--- config.mk ---
export PLATFORM = sky130hd
export DESIGN_NAME = stable_sorted_priority_queue
export DESIGN_NICKNAME = d
export VERILOG_FILES = /design/src/rtl/ssq_pkg.sv /design/src/rtl/ssq_mem.sv /design/src/rtl/ssq_ctrl.sv /design/src/rtl/stable_sorted_priority_queue.sv
export SDC_FILE = /design/constraint.sdc
export NUM_CORES = 1
export LEC_CHECK = 0
export BUFFER_PORTS_ARGS = -buffer_cell sky130_fd_sc_hd__buf_4
export CAP_MARGIN = 20
export CORE_AREA = 2 2 157 313
export CTS_BUF_LIST = sky130_fd_sc_hd__clkbuf_4 sky130_fd_sc_hd__clkbuf_8 sky130_fd_sc_hd__clkbuf_16
export DETAILED_ROUTE_END_ITERATION = 8
export DIE_AREA = 0 0 159 315
export PLACE_DENSITY = 0.66
export SLEW_MARGIN = 40
export SYNTH_ARGS = -nofsm -noshare
export SYNTH_HDL_FRONTEND = slang
export SYNTH_SLANG_ARGS = --single-unit
--- constraint.sdc ---
create_clock -name i_clk -period 4.7 [get_ports i_clk]
set_clock_uncertainty 0.1 [all_clocks]
set_input_delay 0.235 -clock i_clk [delete_from_list [all_inputs] [get_ports i_clk]]
set_output_delay 0.235 -clock i_clk [all_outputs]
set_load 0.005 [all_outputs]
--- src/rtl/ssq_pkg.sv ---
// Package for the stable sorted priority queue.
// Field widths, command and status codes, the entry and result structs, and the
// priority function. No dependencies.
package ssq_pkg;

    localparam int DEPTH_DEF = 16;

    localparam int CMD_W    = 2;
    localparam int ID_W     = 16;
    localparam int AGI_W    = 8;
    localparam int KIND_W   = 2;
    localparam int PRIO_W   = 12;
    localparam int COUNT_W  = 5;
    localparam int STATUS_W = 2;

    // Command codes; code 3 behaves as a query
    localparam logic [CMD_W-1:0] CMD_ENQ = 2'd0;
    localparam logic [CMD_W-1:0] CMD_DEQ = 2'd1;
    localparam logic [CMD_W-1:0] CMD_QRY = 2'd2;

    // Entry kinds; anything else uses the default factor
    localparam logic [KIND_W-1:0] KIND_AGILE = 2'd0;
    localparam logic [KIND_W-1:0] KIND_TANK  = 2'd1;

    localparam logic [3:0] FACTOR_AGILE = 4'd15;
    localparam logic [3:0] FACTOR_TANK  = 4'd8;
    localparam logic [3:0] FACTOR_OTHER = 4'd10;

    // Status codes
    localparam logic [STATUS_W-1:0] ST_OK    = 2'd0;
    localparam logic [STATUS_W-1:0] ST_EMPTY = 2'd1;
    localparam logic [STATUS_W-1:0] ST_FULL  = 2'd2;

    typedef struct packed {
        logic [ID_W-1:0]   id;
        logic [PRIO_W-1:0] prio;
    } t_entry;

    typedef struct packed {
        logic [ID_W-1:0]     front_id;
        logic [PRIO_W-1:0]   front_prio;
        logic [COUNT_W-1:0]  count;
        logic                empty;
        logic [STATUS_W-1:0] status;
    } t_result;

    // Priority in tenths: agility times 1.5, 0.8 or 1.0, zero when dead
    function automatic logic [PRIO_W-1:0] prio_tenths(
        input logic [AGI_W-1:0]  agility,
        input logic [KIND_W-1:0] kind,
        input logic              alive
    );
        logic [3:0]        factor;
        logic [PRIO_W-1:0] prod;
        case (kind)
            KIND_AGILE: factor = FACTOR_AGILE;
            KIND_TANK:  factor = FACTOR_TANK;
            default:    factor = FACTOR_OTHER;
        endcase
        prod = {{(PRIO_W-AGI_W){1'b0}}, agility} * {{(PRIO_W-4){1'b0}}, factor};
        return alive ? prod : '0;
    endfunction

endpackage

--- src/rtl/ssq_mem.sv ---
// Entry store of the priority queue: one write port, one read port,
// registered read data. Depends on ssq_pkg for the entry struct.
module ssq_mem #(
    parameter int DEPTH = ssq_pkg::DEPTH_DEF,
    parameter int AW    = $clog2(DEPTH)
) (
    input  logic            i_clk,
    input  logic            i_we,
    input  logic [AW-1:0]   i_waddr,
    input  ssq_pkg::t_entry i_wdata,
    input  logic            i_re,
    input  logic [AW-1:0]   i_raddr,
    output ssq_pkg::t_entry o_rdata
);
    import ssq_pkg::*;

    t_entry r_mem [DEPTH];
    t_entry r_rdata;

    // Write port
    always_ff @(posedge i_clk) begin
        if (i_we) begin
            r_mem[i_waddr] <= i_wdata;
        end
    end

    // Read port, data held until the next read
    always_ff @(posedge i_clk) begin
        if (i_re) begin
            r_rdata <= r_mem[i_raddr];
        end
    end

    assign o_rdata = r_rdata;

endmodule

--- src/rtl/ssq_ctrl.sv ---
// Sequencer of the priority queue: circular store addressing, backward
// insertion shift, dequeue and front readout. Depends on ssq_pkg.
module ssq_ctrl #(
    parameter int DEPTH = ssq_pkg::DEPTH_DEF,
    parameter int AW    = $clog2(DEPTH)
) (
    input  logic                         i_clk,
    input  logic                         i_rst_n,
    // command channel
    input  logic                         i_valid,
    output logic                         o_ready,
    input  logic [ssq_pkg::CMD_W-1:0]    i_cmd,
    input  logic [ssq_pkg::ID_W-1:0]     i_entry_id,
    input  logic [ssq_pkg::AGI_W-1:0]    i_agility,
    input  logic [ssq_pkg::KIND_W-1:0]   i_kind,
    input  logic                         i_alive,
    // result handoff
    output logic                         o_res_valid,
    input  logic                         i_res_ready,
    output ssq_pkg::t_result             o_res,
    // store ports
    output logic                         o_mem_we,
    output logic [AW-1:0]                o_mem_waddr,
    output ssq_pkg::t_entry              o_mem_wdata,
    output logic                         o_mem_re,
    output logic [AW-1:0]                o_mem_raddr,
    input  ssq_pkg::t_entry              i_mem_rdata
);
    import ssq_pkg::*;

    localparam int CW = $clog2(DEPTH + 1);
    localparam logic [AW:0]   DEPTH_A = (AW+1)'(DEPTH);
    localparam logic [CW-1:0] DEPTH_C = CW'(DEPTH);
    localparam logic [CW-1:0] ONE_C   = CW'(1);
    localparam logic [AW-1:0] ONE_A   = AW'(1);
    localparam logic [AW-1:0] TWO_A   = AW'(2);

    typedef enum logic [2:0] {
        S_IDLE,
        S_SHIFT,
        S_PUT,
        S_FRONT,
        S_RES
    } t_state;

    t_state               r_state, n_state;
    logic [CW-1:0]        r_count, n_count;
    logic [AW-1:0]        r_head, n_head;
    logic [AW-1:0]        r_k, n_k;       // slot being filled during the shift
    t_entry               r_new, n_new;
    logic [STATUS_W-1:0]  r_status, n_status;

    logic                 accept;
    logic [CW+COUNT_W-1:0] count_ext;

    // Logical slot to physical address, the front sits at r_head
    function automatic logic [AW-1:0] phys(input logic [AW-1:0] base,
                                           input logic [AW-1:0] ofs);
        logic [AW:0] sum;
        sum = {1'b0, base} + {1'b0, ofs};
        if (sum >= DEPTH_A) begin
            sum = sum - DEPTH_A;
        end
        return sum[AW-1:0];
    endfunction

    assign o_ready = (r_state == S_IDLE);
    assign accept  = i_valid && o_ready;

    // Next state and store accesses
    always_comb begin
        n_state     = r_state;
        n_count     = r_count;
        n_head      = r_head;
        n_k         = r_k;
        n_new       = r_new;
        n_status    = r_status;
        o_mem_we    = 1'b0;
        o_mem_waddr = phys(r_head, r_k);
        o_mem_wdata = r_new;
        o_mem_re    = 1'b0;
        o_mem_raddr = r_head;
        o_res_valid = 1'b0;

        case (r_state)
            S_IDLE: begin
                if (accept) begin
                    n_status = ST_OK;
                    n_state  = S_FRONT;
                    case (i_cmd)
                        CMD_ENQ: begin
                            if (r_count == DEPTH_C) begin
                                n_status = ST_FULL;
                            end else begin
                                n_new.id   = i_entry_id;
                                n_new.prio = prio_tenths(i_agility, i_kind, i_alive);
                                n_count    = r_count + ONE_C;
                                n_k        = r_count[AW-1:0];
                                if (r_count == '0) begin
                                    n_state = S_PUT;
                                end else begin
                                    // fetch the current tail
                                    o_mem_re    = 1'b1;
                                    o_mem_raddr = phys(r_head, r_count[AW-1:0] - ONE_A);
                                    n_state     = S_SHIFT;
                                end
                            end
                        end
                        CMD_DEQ: begin
                            if (r_count == '0) begin
                                n_status = ST_EMPTY;
                            end else begin
                                n_head  = phys(r_head, ONE_A);
                                n_count = r_count - ONE_C;
                            end
                        end
                        default: ;
                    endcase
                end
            end

            // read data holds slot r_k-1; move it down or drop the new entry at r_k
            S_SHIFT: begin
                o_mem_we = 1'b1;
                if (i_mem_rdata.prio < r_new.prio) begin
                    o_mem_wdata = i_mem_rdata;
                    if (r_k == ONE_A) begin
                        n_state = S_PUT;
                    end else begin
                        o_mem_re    = 1'b1;
                        o_mem_raddr = phys(r_head, r_k - TWO_A);
                        n_k         = r_k - ONE_A;
                    end
                end else begin
                    n_state = S_FRONT;
                end
            end

            // new entry goes to the front slot
            S_PUT: begin
                o_mem_we    = 1'b1;
                o_mem_waddr = r_head;
                n_state     = S_FRONT;
            end

            S_FRONT: begin
                o_mem_re = 1'b1;
                n_state  = S_RES;
            end

            S_RES: begin
                o_res_valid = 1'b1;
                if (i_res_ready) begin
                    n_state = S_IDLE;
                end
            end

            default: n_state = S_IDLE;
        endcase
    end

    // Result beat, front fields read as zero when empty
    assign count_ext = {{COUNT_W{1'b0}}, r_count};
    always_comb begin
        o_res.empty      = (r_count == '0);
        o_res.front_id   = o_res.empty ? '0 : i_mem_rdata.id;
        o_res.front_prio = o_res.empty ? '0 : i_mem_rdata.prio;
        o_res.count      = count_ext[COUNT_W-1:0];
        o_res.status     = r_status;
    end

    always_ff @(posedge i_clk) begin
        if (!i_rst_n) begin
            r_state  <= S_IDLE;
            r_count  <= '0;
            r_head   <= '0;
        end else begin
            r_state  <= n_state;
            r_count  <= n_count;
            r_head   <= n_head;
        end
        r_k      <= n_k;
        r_new    <= n_new;
        r_status <= n_status;
    end

    // Held count never passes the store depth
    a_count_bound: assert property (@(posedge i_clk) disable iff (!i_rst_n)
        r_count <= DEPTH_C)
        else $error("held count above depth");

    // A write and a read never target the same slot in one cycle
    a_no_rw_clash: assert property (@(posedge i_clk) disable iff (!i_rst_n)
        (o_mem_we && o_mem_re) |-> (o_mem_waddr != o_mem_raddr))
        else $error("read and write of one slot in the same cycle");

    // Count and head move only on an accepted command
    a_count_on_accept: assert property (@(posedge i_clk) disable iff (!i_rst_n)
        ($past(i_rst_n) && ((r_count != $past(r_count)) || (r_head != $past(r_head))))
        |-> $past(accept))
        else $error("queue state changed without a command");

    // Store is idle while a result waits
    a_res_quiet: assert property (@(posedge i_clk) disable iff (!i_rst_n)
        o_res_valid |-> (!o_mem_we && !o_mem_re))
        else $error("store accessed while result pending");

endmodule

--- src/rtl/stable_sorted_priority_queue.sv ---
// Stable sorted priority queue: max-priority queue of 16-bit handles, FIFO
// order among equal priorities, up to DEPTH entries.
//
// Command channel (i_valid/o_ready): one beat carries cmd, entry_id, agility,
// kind and alive. cmd 0 enqueues with priority in tenths (agility x15 agile,
// x8 tank, x10 other, 0 when dead), 1 dequeues the front, 2 or 3 only query.
// Result channel (o_valid/i_ready): exactly one beat per command with the
// front handle and priority (0 when empty), count, empty flag and status
// (0 ok, 1 dequeue on empty, 2 enqueue when full; neither changes anything).
//
// Entries live in a circular store with one read and one write port.
// Dequeue, query and a refused enqueue read the front (S_FRONT) and then
// offer the result (S_RES). An enqueue walks back from the tail moving one
// lower-priority entry per cycle past 0..DEPTH-1 entries, then writes the new
// entry, reads the front and offers the result.
// The next command is accepted once the previous result has been handed to
// the output register; that register lets one result wait while a new
// command is in progress, and a stalled receiver holds the pipeline after that.
// Reset empties the queue and drops any pending result; no clearing pass.
module stable_sorted_priority_queue #(
    parameter int DEPTH = ssq_pkg::DEPTH_DEF
) (
    input  logic                          i_clk,
    input  logic                          i_rst_n,
    input  logic                          i_valid,
    output logic                          o_ready,
    input  logic [ssq_pkg::CMD_W-1:0]     i_cmd,
    input  logic [ssq_pkg::ID_W-1:0]      i_entry_id,
    input  logic [ssq_pkg::AGI_W-1:0]     i_agility,
    input  logic [ssq_pkg::KIND_W-1:0]    i_kind,
    input  logic                          i_alive,
    output logic                          o_valid,
    input  logic                          i_ready,
    output logic [ssq_pkg::ID_W-1:0]      o_front_id,
    output logic [ssq_pkg::PRIO_W-1:0]    o_front_priority,
    output logic [ssq_pkg::COUNT_W-1:0]   o_count,
    output logic                          o_empty_res,
    output logic [ssq_pkg::STATUS_W-1:0]  o_status
);
    import ssq_pkg::*;

    localparam int AW = $clog2(DEPTH);

    logic            res_valid;
    logic            res_ready;
    t_result         res;
    logic            mem_we;
    logic [AW-1:0]   mem_waddr;
    t_entry          mem_wdata;
    logic            mem_re;
    logic [AW-1:0]   mem_raddr;
    t_entry          mem_rdata;

    logic            r_out_valid;
    t_result         r_out;

    ssq_ctrl #(
        .DEPTH (DEPTH),
        .AW    (AW)
    ) u_ctrl (
        .i_clk       (i_clk),
        .i_rst_n     (i_rst_n),
        .i_valid     (i_valid),
        .o_ready     (o_ready),
        .i_cmd       (i_cmd),
        .i_entry_id  (i_entry_id),
        .i_agility   (i_agility),
        .i_kind      (i_kind),
        .i_alive     (i_alive),
        .o_res_valid (res_valid),
        .i_res_ready (res_ready),
        .o_res       (res),
        .o_mem_we    (mem_we),
        .o_mem_waddr (mem_waddr),
        .o_mem_wdata (mem_wdata),
        .o_mem_re    (mem_re),
        .o_mem_raddr (mem_raddr),
        .i_mem_rdata (mem_rdata)
    );

    ssq_mem #(
        .DEPTH (DEPTH),
        .AW    (AW)
    ) u_mem (
        .i_clk   (i_clk),
        .i_we    (mem_we),
        .i_waddr (mem_waddr),
        .i_wdata (mem_wdata),
        .i_re    (mem_re),
        .i_raddr (mem_raddr),
        .o_rdata (mem_rdata)
    );

    // Output register, refilled when empty or draining this cycle
    assign res_ready = !r_out_valid || i_ready;

    always_ff @(posedge i_clk) begin
        if (!i_rst_n) begin
            r_out_valid <= 1'b0;
        end else if (res_valid && res_ready) begin
            r_out_valid <= 1'b1;
        end else if (i_ready) begin
            r_out_valid <= 1'b0;
        end
        if (res_valid && res_ready) begin
            r_out <= res;
        end
    end

    assign o_valid          = r_out_valid;
    assign o_front_id       = r_out.front_id;
    assign o_front_priority = r_out.front_prio;
    assign o_count          = r_out.count;
    assign o_empty_res      = r_out.empty;
    assign o_status         = r_out.status;

endmodule
Word-level counts from Yosys, hierarchy flattened
Memories as Yosys holds them, arrays and structs flattened. A register that Yosys moved wholly into a read port is not among the register bits.
Index checks and enable logic that the tools add are counted.
Widths: inputs -> output; s select.
{ "word_totals": {"register_bits": 83, "mem_bits_rw": 448, "memories": 1, "word_cells": 122} }
{ "op_classes": {"order_cmp": 5, "add_sub_neg": 13, "n_mul": 1, "n_reduce_logical": 18, "bitwise": 2, "mux": 52, "eq_ne": 17} }
{ "memory_table": {"columns": ["memory", "depth", "width", "rd", "rd_ports_with_merged_regs", "wr", "line", "source"], "rows": [
  ["u_mem.r_mem", 16, 28, 1, 1, 1, "ssq_mem.sv:17", "t_entry r_mem [DEPTH];"]
]} }
{ "ops": {"columns": ["operator", "count"], "rows": [
  ["$mux 4", 20],
  ["$mux 28", 2],
  ["$sub 4x1->4 const B", 6],
  ["$ge 5x5->1 const B", 4],
  ["$mux 3", 6],
  ["$pmux 4 s2", 2],
  ["$add 4x4->5", 3],
  ["$pmux 3 s5", 1],
  ["$ne 2x2->1 const B", 7],
  ["$mux 1", 13],
  ["$lt 12x12->1", 1],
  ["$mul 8x4->12", 1],
  ["$mux 5", 2],
  ["$pmux 5 s2", 1],
  ["$reduce_and 4->1", 2],
  ["$eq 3x2->1 const B", 2],
  ["$pmux 3 s2", 1],
  ["$reduce_and 6->1", 1],
  ["$reduce_bool 2->1", 3],
  ["$add 4x1->5 const B", 1],
  ["$add 5x1->5 const B", 1],
  ["$eq 5x5->1 const B", 1],
  ["$logic_not 5->1", 1],
  ["$reduce_and 5->1", 1],
  ["20 further kinds", 25]
]} }

Depth between registers and ports, before layout
Gate-level depths: netlist of run 1.
{ "logic_depth": {"word_depth": 9, "depth_mapped": 17} }

Cells and area by module
Synthesis of run 1 repeated with hierarchy kept, for this count alone.
{ "unflattened": {"hier_cells": 1203, "hier_area_um2": 23217.3} }
{ "modules_own_cells": {"columns": ["module", "cells_per_inst", "area_each_um2", "n_inst"], "rows": [
  ["ssq_mem", 735, 17814.6, 1],
  ["ssq_ctrl", 427, 4264.1, 1],
  ["stable_sorted_priority_queue", 41, 1138.6, 1]
]} }

Least setup slack after synthesis of run 1
OpenSTA, ideal clock, no wires.
{ "synth_timing": {"kind": "input-to-reg", "from": "in i_kind[0] in the netlist's numbering", "to": "reg u_ctrl.r_new[11] in the netlist's numbering (data pin)", "slack_ns": 1.110, "path_stages": 17, "arrival_time_ns": 3.235, "path_buffers": 0, "cell_sequence": "nor2_1 -> nand2_1 -> xnor2_1 -> ha_1 -> ha_1 -> xor2_1 -> inv_1 -> ha_1 -> a21o_1 -> a21oi_1 -> o21ai_0 -> a21oi_1 -> o21bai_1 -> a21oi_1 -> o21ai_0 -> xor2_1 -> and2_1"} }
{ "synth_via": {"elab_chain_len": 7, "elab_cells_between_ends": 8, "classes_between": "mul: 1; eq/ne: 1; mux: 5; reduce/logical: 1"} }
{ "synth_lines": {"columns": ["item", "line", "source"], "rows": [
  ["from (decl)", "stable_sorted_priority_queue.sv:30", "input logic [ssq_pkg::KIND_W-1:0] i_kind,"],
  ["$eq 2x1->1 or $logic_not 2->1 (tied branches)", "ssq_pkg.sv:55", "case (kind)"],
  ["$pmux 3 s2 (*)", "ssq_pkg.sv:55", null],
  ["$mux 4 (*)", "ssq_ctrl.sv:92", "if (r_count == DEPTH_C) begin"],
  ["$mux 4 (*)", "ssq_ctrl.sv:90", "case (i_cmd)"],
  ["$mux 4 (*)", "ssq_ctrl.sv:87", "if (accept) begin"],
  ["$mux 4 (*)", "ssq_ctrl.sv:85", "case (r_state)"],
  ["$mul 8x4->12 (*)", "ssq_pkg.sv:60", "prod = {{(PRIO_W-AGI_W){1'b0}}, agility} * {{(PRIO_W-4){1'b0}}, factor};"],
  ["to (signal assigned)", "ssq_ctrl.sv:183", "r_new <= n_new;"],
  ["to (decl)", "ssq_ctrl.sv:50", "t_entry r_new, n_new;"]
]} }
Every way passes the cells marked *; elsewhere a longest branch is shown, timed or not. The select of a mux whose other input is x is not followed.
A chain may end at the register's enable or synchronous reset.

Worst setup path after layout of run 1
{ "layout_timing": {"from": "reg, netlist name u_mem.o_rdata[9]", "to": "reg, netlist name u_mem.o_rdata[18]"} }
{ "layout_via": {"elab_chain_len": 3, "elab_cells_between_ends": 5, "classes_between": "order compare: 1; mux: 4"} }
{ "layout_lines": {"columns": ["item", "line", "source"], "rows": [
  ["$lt 12x12->1 (*)", "ssq_ctrl.sv:125", "if (i_mem_rdata.prio < r_new.prio) begin"],
  ["$mux 1 or $mux 4 (tied branches)", "ssq_ctrl.sv:125", null],
  ["$pmux 1 s3 or $pmux 4 s2 (tied branches)", "ssq_ctrl.sv:85", null]
]} }
Every way passes the cells marked *; elsewhere a longest branch is shown, timed or not.

==> results of run 1 <==
==> flip-flops by register name (all words and copies together) (netlist names), 3 cells and up <==
signal,count
o_front_priority,12
o_front_id,16
u_ctrl.r_head,4
o_count,5
u_ctrl.r_state,3
u_mem.o_rdata,28
u_mem.r_mem,448
u_ctrl.r_new,28
u_ctrl.r_count,5
u_ctrl.r_k,4
==> through the flow <==
step           area [sq um]  cells  util (%)
4_1_cts               27260   2496     56.88
6_report              27260   2496     56.88
2_1_floorplan         23660   1689         -
5_1_grt               27260   2496     56.88
3_3_place_gp          25360   2377     52.92
3_5_place_dp          25410   2380     53.01
==> worst paths after layout <==
kind	from	to	slack (ns)
setup / recovery	u_mem.o_rdata[9]$_DFFE_PP_	u_mem.o_rdata[18]$_DFFE_PP_	0.45
setup reg to reg	u_mem.o_rdata[9]$_DFFE_PP_	u_mem.o_rdata[18]$_DFFE_PP_	0.45
hold / removal	i_agility[1]	u_ctrl.r_new[1]$_SDFFCE_PN0P_	0.16
hold reg to reg	u_ctrl.r_status[0]$_DFFE_PP_	o_status[0]$_DFFE_PP_	0.33
==> where the power goes <==
| part | internal, mW | switching [mW] | leakage, nW | total [mW] |
|---|---|---|---|---|
| clock network | 2.27 | 1.75 | 0.801 | 4.01 |
| registers | 6.36 | 0.208 | 5.05 | 6.57 |
| logic | 1.21 | 2.24 | 3.91 | 3.45 |
==> routing by layer <==
metal | wire (um) | vias up
li1 | - | 6501
met1 | 22930 | 7104
met2 | 29120 | 454
met3 | 3233 | 111
met4 | 1707 | 0
met5 | 0 | -
==> timing repair <==
item                                    4_1_cts  5_1_grt
endpoints found under the setup margin        0        0
hold endpoints to repair                     40        0
hold buffers                                 25        0
==> logic make-up (layout without fill, tap and decap cells) <==
kind of cell	count (synthesis)	count (layout)	synth area share, %
XOR/XNOR	28	28	1.037
buffers and inverters	135	304	2.703
adder cells (fa/ha/maj)	60	60	3.618
multiplexers	95	95	4.268
AO/OA/AOI/OAI	228	228	6.754
AND/OR/NAND/NOR	584	584	11.22
flip-flops	559	559	70.40
==> area by class of cell <==
type                    instances  area (sq um)
clock buffers                  61          1351
clock inverters                30         254.0
fillers                      3833         20660
inverters                      50         187.7
multi-input cells             995          6560
flip-flops and latches        559         16660
well taps                     638         798.3
repair buffers                163          1454
==> cell usage after synthesis (14+ instances only) <==
library cell and number:
mux2_2 38, clkbuf_1 28, edfxtp_1 546, mux2i_1 48
inv_1 49, nand2_1 334, a221oi_1 19, nor2_1 67
a221o_1 20, o32ai_1 19, and3_1 81, ha_1 46
a21oi_1 59, buf_4 14, nand3_1 14, nor2b_1 37
xnor2_1 14, xor2_1 14, a31oi_1 39, buf_2 34
and2_1 19, fa_1 14, o21ai_1 17
==> critical path: cells and delay by family, from the launching register on <==
kind / cells / cell delay (ns)
adder cells (fa/ha/maj): 1 / 0.36
buffers and inverters: 1 / 0.35
flip-flops: 1 / 0.48
multiplexers: 2 / 0.38
AO/OA/AOI/OAI: 5 / 1.70
AND/OR/NAND/NOR: 2 / 0.56
==> results.yml, run 1 <==
status:
  outcome: "complete, no violations"
run:
  max_cap_violations: 0
finish:
  final_cell_mix: "edfxtp_1 (546), nand2_1 (333), buf_4 (123)"
  area_growth_pct: 15.23
  nNetsFinal: 1911
  diodes: 0
  drive_above_1_share_pct: 16.09
  mostFrequentLayoutCell: "edfxtp_1"
die:
  die_h_um: 315
  initial_core_util_pct: 49.36
  dieArea_sq_um: 50090
  core-area_sq_um: 47930
  ios: 71
  rows: 114
  die_width_um: 159
logic_synthesis:
  syn_area_per_cell_sq_um: 14.01
  synthesis.area_sq_um: 23660
  synth_top_area_share_pct: 69.30
  synth_seq_cells: 559
  synth.area.top_cells: "edfxtp_1 (69%), nand2_1 (5.3%), ha_1 (2.4%)"
  yosysUniqueCellTypes: 58
  synth-edff-count: 546
  synthFlopType: "edfxtp_1"
  ys_seq_area_share_pct: 70.40
  async_flop_share_pct: 0
  yosys.area.top_type: "edfxtp_1"
  syn_inst: 1689
  synth_fp_nets: 1782
  ys_warn_count: 0
clock_tree:
  root_buffer: "clkbuf_16"
  cts_buffer_depth: 3
  cts_buffers: 49
  worstSkewPairLatency_ns: 0.57
  clk_pin_slew_worst_paths_ns: 0.06
  cts_tree: "done"
  cts_setup_buffers: 0
  h-tree-depth: 2
  clock_sinks: 559
  post_cts_resize_count: 0
placed_design:
  dp_hpwl_um: 34250
  portBuffers: 70
  dp_slack_ns: 0.4858
  place_congestion: 0.8102
timing:
  holdWs_ns: 0.1578
  tns_ns: 0
  setup_ws_ns: 0.4479
  drv_slew: 0
  max_clock_freq_mhz: 235.2
  layout_min_cycle_time_ns: 4.252
  worst_slew_margin_rel_pct: 48.21
  hold_viol: 0
  setup_viol: 0
  worst_pin_slew_ns: 0.7751
  timing.final.crit_share_pct: 90.47
  rsz0062_at_grt: "false"
setup_path:
  worstSetupPathType: "reg -> reg"
  required_ns: 4.93
  cp_slowest_cell: "a211o_4"
  crit_path_cell_trace: "ha_1 > nand4_1 > nor4_2 > a221oi_2 > a211oi_1 > a211o_4 > buf_12 > mux2i_1 > mux2_1 > o32ai_1 > a221o_1"
  ff2ff_path_depth: 11
  critPathMaxFanout: 56
  max_stage_delay_ns: 0.60
  cp_data_arrival_time_ns: 4.48
  critical_path.endpoint_type: "register"
  startpoint_type: "register"
grt:
  top_usage_layer: "met2"
  grtUsageTotal_pct: 22.85
  grt_max_degree: 57
  use_met3_pct: 3.092
  use_met1_pct: 29.50
  grt_antenna_before_repair: 0
  gr-usage-met2_pct: 40.12
  grt_pass1_vias: 14140
  grt_overflow: 0
  grt_pass1_wl_um: 86160
min_path:
  hold_path.class: "in -> reg"
  whs_path_depth: 4
route:
  drc: 0
  ant_nets: 0
  drt_iter0_markers: 1227
  wl_per_cell_um: 22.83
  first_pass_iters: 5
  via_per_inst: 5.677
  wirelength_um: 56990
  num_vias: 14170
power:
  p_total_mw: 14.03
  power_density_nw_per_um2: 514.8
  cellLeakagePower_nw: 9.767
  max-vdd-ir-drop_uv: 433.4
No activity file was read; power rests on OpenSTA's default activity.
==> inputs of run 2 (changes only) <==
==> constraint.sdc (replaced) <==
create_clock -name i_clk -period 4.94 [get_ports i_clk]
set_clock_uncertainty 0.1 [all_clocks]
set_input_delay 0.247 -clock i_clk [delete_from_list [all_inputs] [get_ports i_clk]]
set_output_delay 0.247 -clock i_clk [all_outputs]
set_load 0.005 [all_outputs]
==> run 2 against run 1 <==
Compared with the run above:
- register-to-register slack improved by 0.42 ns
- cell count fell by 1.0%
- maximum frequency rose by 4.4%
- largest power group unchanged
- sequential power fell by 4.7%
- clock-buffer cell count fell by 2
- wire length fell by 0.61%
- via count fell by 0.55%
- clock power rose by 1%
- total power fell by 3.7%
- flip-flop and latch count did not move
- design area fell by 0.17%
==> results.yml, run 2 (synthesized netlist as in run 1, its figures left out) <==
clock_tree:
  root_buffer: "clkbuf_16"
  post_cts_resize_count: 0
  h-tree-depth: 2
  cts_buffer_depth: 3
  clock_sinks: 559
  cts_tree: "done"
  cts_buffers: 48
  clk_pin_slew_worst_paths_ns: 0.07
  worstSkewPairLatency_ns: 0.58
setup_path:
  startpoint: "u_mem.o_rdata[7]$_DFFE_PP_"
  required_ns: 5.21
  cp_slowest_cell: "a211oi_4"
  crit_path_end: "u_mem.o_rdata[5]$_DFFE_PP_"
  crit_path_cell_trace: "ha_1 > a21oi_1 > o21ai_0 > a221oi_2 > a211oi_1 > a211oi_4 > buf_4 > buf_12 > a21oi_1 > a221oi_1 > o21ai_1 > o21ai_1"
  critPathMaxFanout: 34
  ff2ff_path_depth: 12
  cp_data_arrival_time_ns: 4.35
  rrSetupSlack_ns: 0.87
  max_stage_delay_ns: 0.59
  crit_cells: 12
  critical_path.endpoint_type: "register"
  reg2reg_from: "u_mem.o_rdata[7]$_DFFE_PP_"
  startpoint_type: "register"
  path_buf_inv: 2
  reg2reg_to: "u_mem.o_rdata[5]$_DFFE_PP_"
  worstSetupPathType: "reg -> reg"
  crit_family: "compound AO/OA/AOI/OAI gates"
timing:
  rsz0062_at_grt: "false"
  max_clock_freq_mhz: 245.5
  layout_min_cycle_time_ns: 4.074
  worst_pin_slew_ns: 0.7499
  drv_slew: 0
  timing.final.crit_share_pct: 82.47
  hold_viol: 0
  tns_ns: 0
  worst_slew_margin_rel_pct: 49.88
  setup_viol: 0
route:
  ant_nets: 0
  via_per_inst: 5.703
  first_pass_iters: 7
  wirelength_um: 56640
  drt_iter0_markers: 1264
  wl_per_cell_um: 22.92
  num_vias: 14090
  drc: 0
finish:
  top_register: "u_mem.r_mem"
  multi_input_area_sq_um: 6573
  area_growth_pct: 15.03
  layoutNonFillerInstCount: 2471
  nFillCells: 3829
  post-route-util_pct: 56.78
  largest_register_ffs: 448
  drive_above_1_share_pct: 15.06
  mostFrequentLayoutCell: "edfxtp_1"
  regArea_sq_um: 16660
  fin_area_sq_um: 27210
  final_cell_mix: "edfxtp_1 (546), nand2_1 (333), buf_4 (102)"
  diodes: 0
  nNetsFinal: 1889
grt:
  grt_pass1_wl_um: 84450
  grt_pass1_vias: 13760
  grt_antenna_before_repair: 0
  grtUsageTotal_pct: 22.47
  grt_max_degree: 76
  grt_overflow: 0
power:
  cellLeakagePower_nw: 9.701
  p_total_mw: 13.52
  power_density_nw_per_um2: 496.7
  max-vdd-ir-drop_uv: 368.8
status:
  outcome: "complete, no violations"
die:
  core-area_sq_um: 47930
  ios: 71
  die_h_um: 315
  initial_core_util_pct: 49.36
  dieArea_sq_um: 50090
  rows: 114
  die_width_um: 159
run:
  max_cap_violations: 0
placed_design:
  dp_hpwl_um: 31870
  place_congestion: 0.8295
  portBuffers: 70
  dpl.cell_count: 2359
  post_dp_cell_area_sq_um: 25250
min_path:
  whs_path_depth: 3
  hold_path.class: "in -> reg"
run 2: cell types whose count changed in the layout (fill, tap and decap cells not counted), moves of 2 or more:
| cell | before | now |
|---|---|---|
| buf_4 | 123 | 102 |
| bufinv_16 | 4 | 9 |
| clkbuf_16 | 51 | 49 |
| clkinv_1 | 9 | 7 |
| clkinv_2 | 12 | 4 |
| inv_16 | 0 | 2 |
run 2: worst min-delay path, delay by kind of cell:
family                 cells  cell delay, ns
buffers and inverters      1            0.12
and+or+nand+nor            2            0.29
run 2: layout make-up:
class | count | area share, %
clock buffer | 59 | 4.805
clock inverter | 28 | 1.490
sequential | 559 | 61.20
timing repair buffer | 142 | 4.726
tap | 638 | 2.933
multi-input combinational | 995 | 24.15
inverter | 50 | 0.6897
run 2: through the flow:
| stage | hold WS (ns) | worst slack (ns) |
|---|---|---|
| after CTS | 0.1341 | 0.9536 |
| after global placement | 0.3071 | 0.9297 |
| final | 0.1469 | 0.8662 |
| after global routing | 0.1715 | 0.6336 |
| after floorplan | 0.2459 | 1.338 |
| after detailed placement | 0.3119 | 0.8655 |
run 2: what timing repair did:
action / in CTS / in global routing
hold endpoints to repair: 41 / 0
setup endpoints to repair: 0 / 0
buffers inserted: 0 / 0
hold buffers: 25 / 0
run 2: worst min path at each step:
stage / start / to / slack (ns)
detailed placement: u_ctrl.r_status[1]$_DFFE_PP_ / o_status[1]$_DFFE_PP_ / 0.31
global placement: u_ctrl.r_status[1]$_DFFE_PP_ / o_status[1]$_DFFE_PP_ / 0.31
finish: i_cmd[0] / u_ctrl.r_status[0]$_DFFE_PP_ / 0.15
global route: i_cmd[0] / u_ctrl.r_status[0]$_DFFE_PP_ / 0.17
floorplan: i_entry_id[0] / u_ctrl.r_new[12]$_DFFE_PP_ / 0.25
CTS: i_cmd[0] / u_ctrl.r_status[0]$_DFFE_PP_ / 0.13
run 2: where the power goes:
part	leakage, nW	internal, mW	switching [mW]
Sequential	5.05	6.05	0.206
Combinational	3.81	1.11	2.09
Clock	0.839	2.37	1.68
Total	9.70	9.54	3.98
run 2: metal layers:
metal	part of all wire, %	wire length [um]	track usage [%]	vias to the layer above
met5	0	0	0	-
met4	3.4	1903	7.789	0
met3	6.1	3454	2.802	112
met2	50	28520	39.15	534
met1	40	22770	29.23	6991
li1	-	-	-	6455
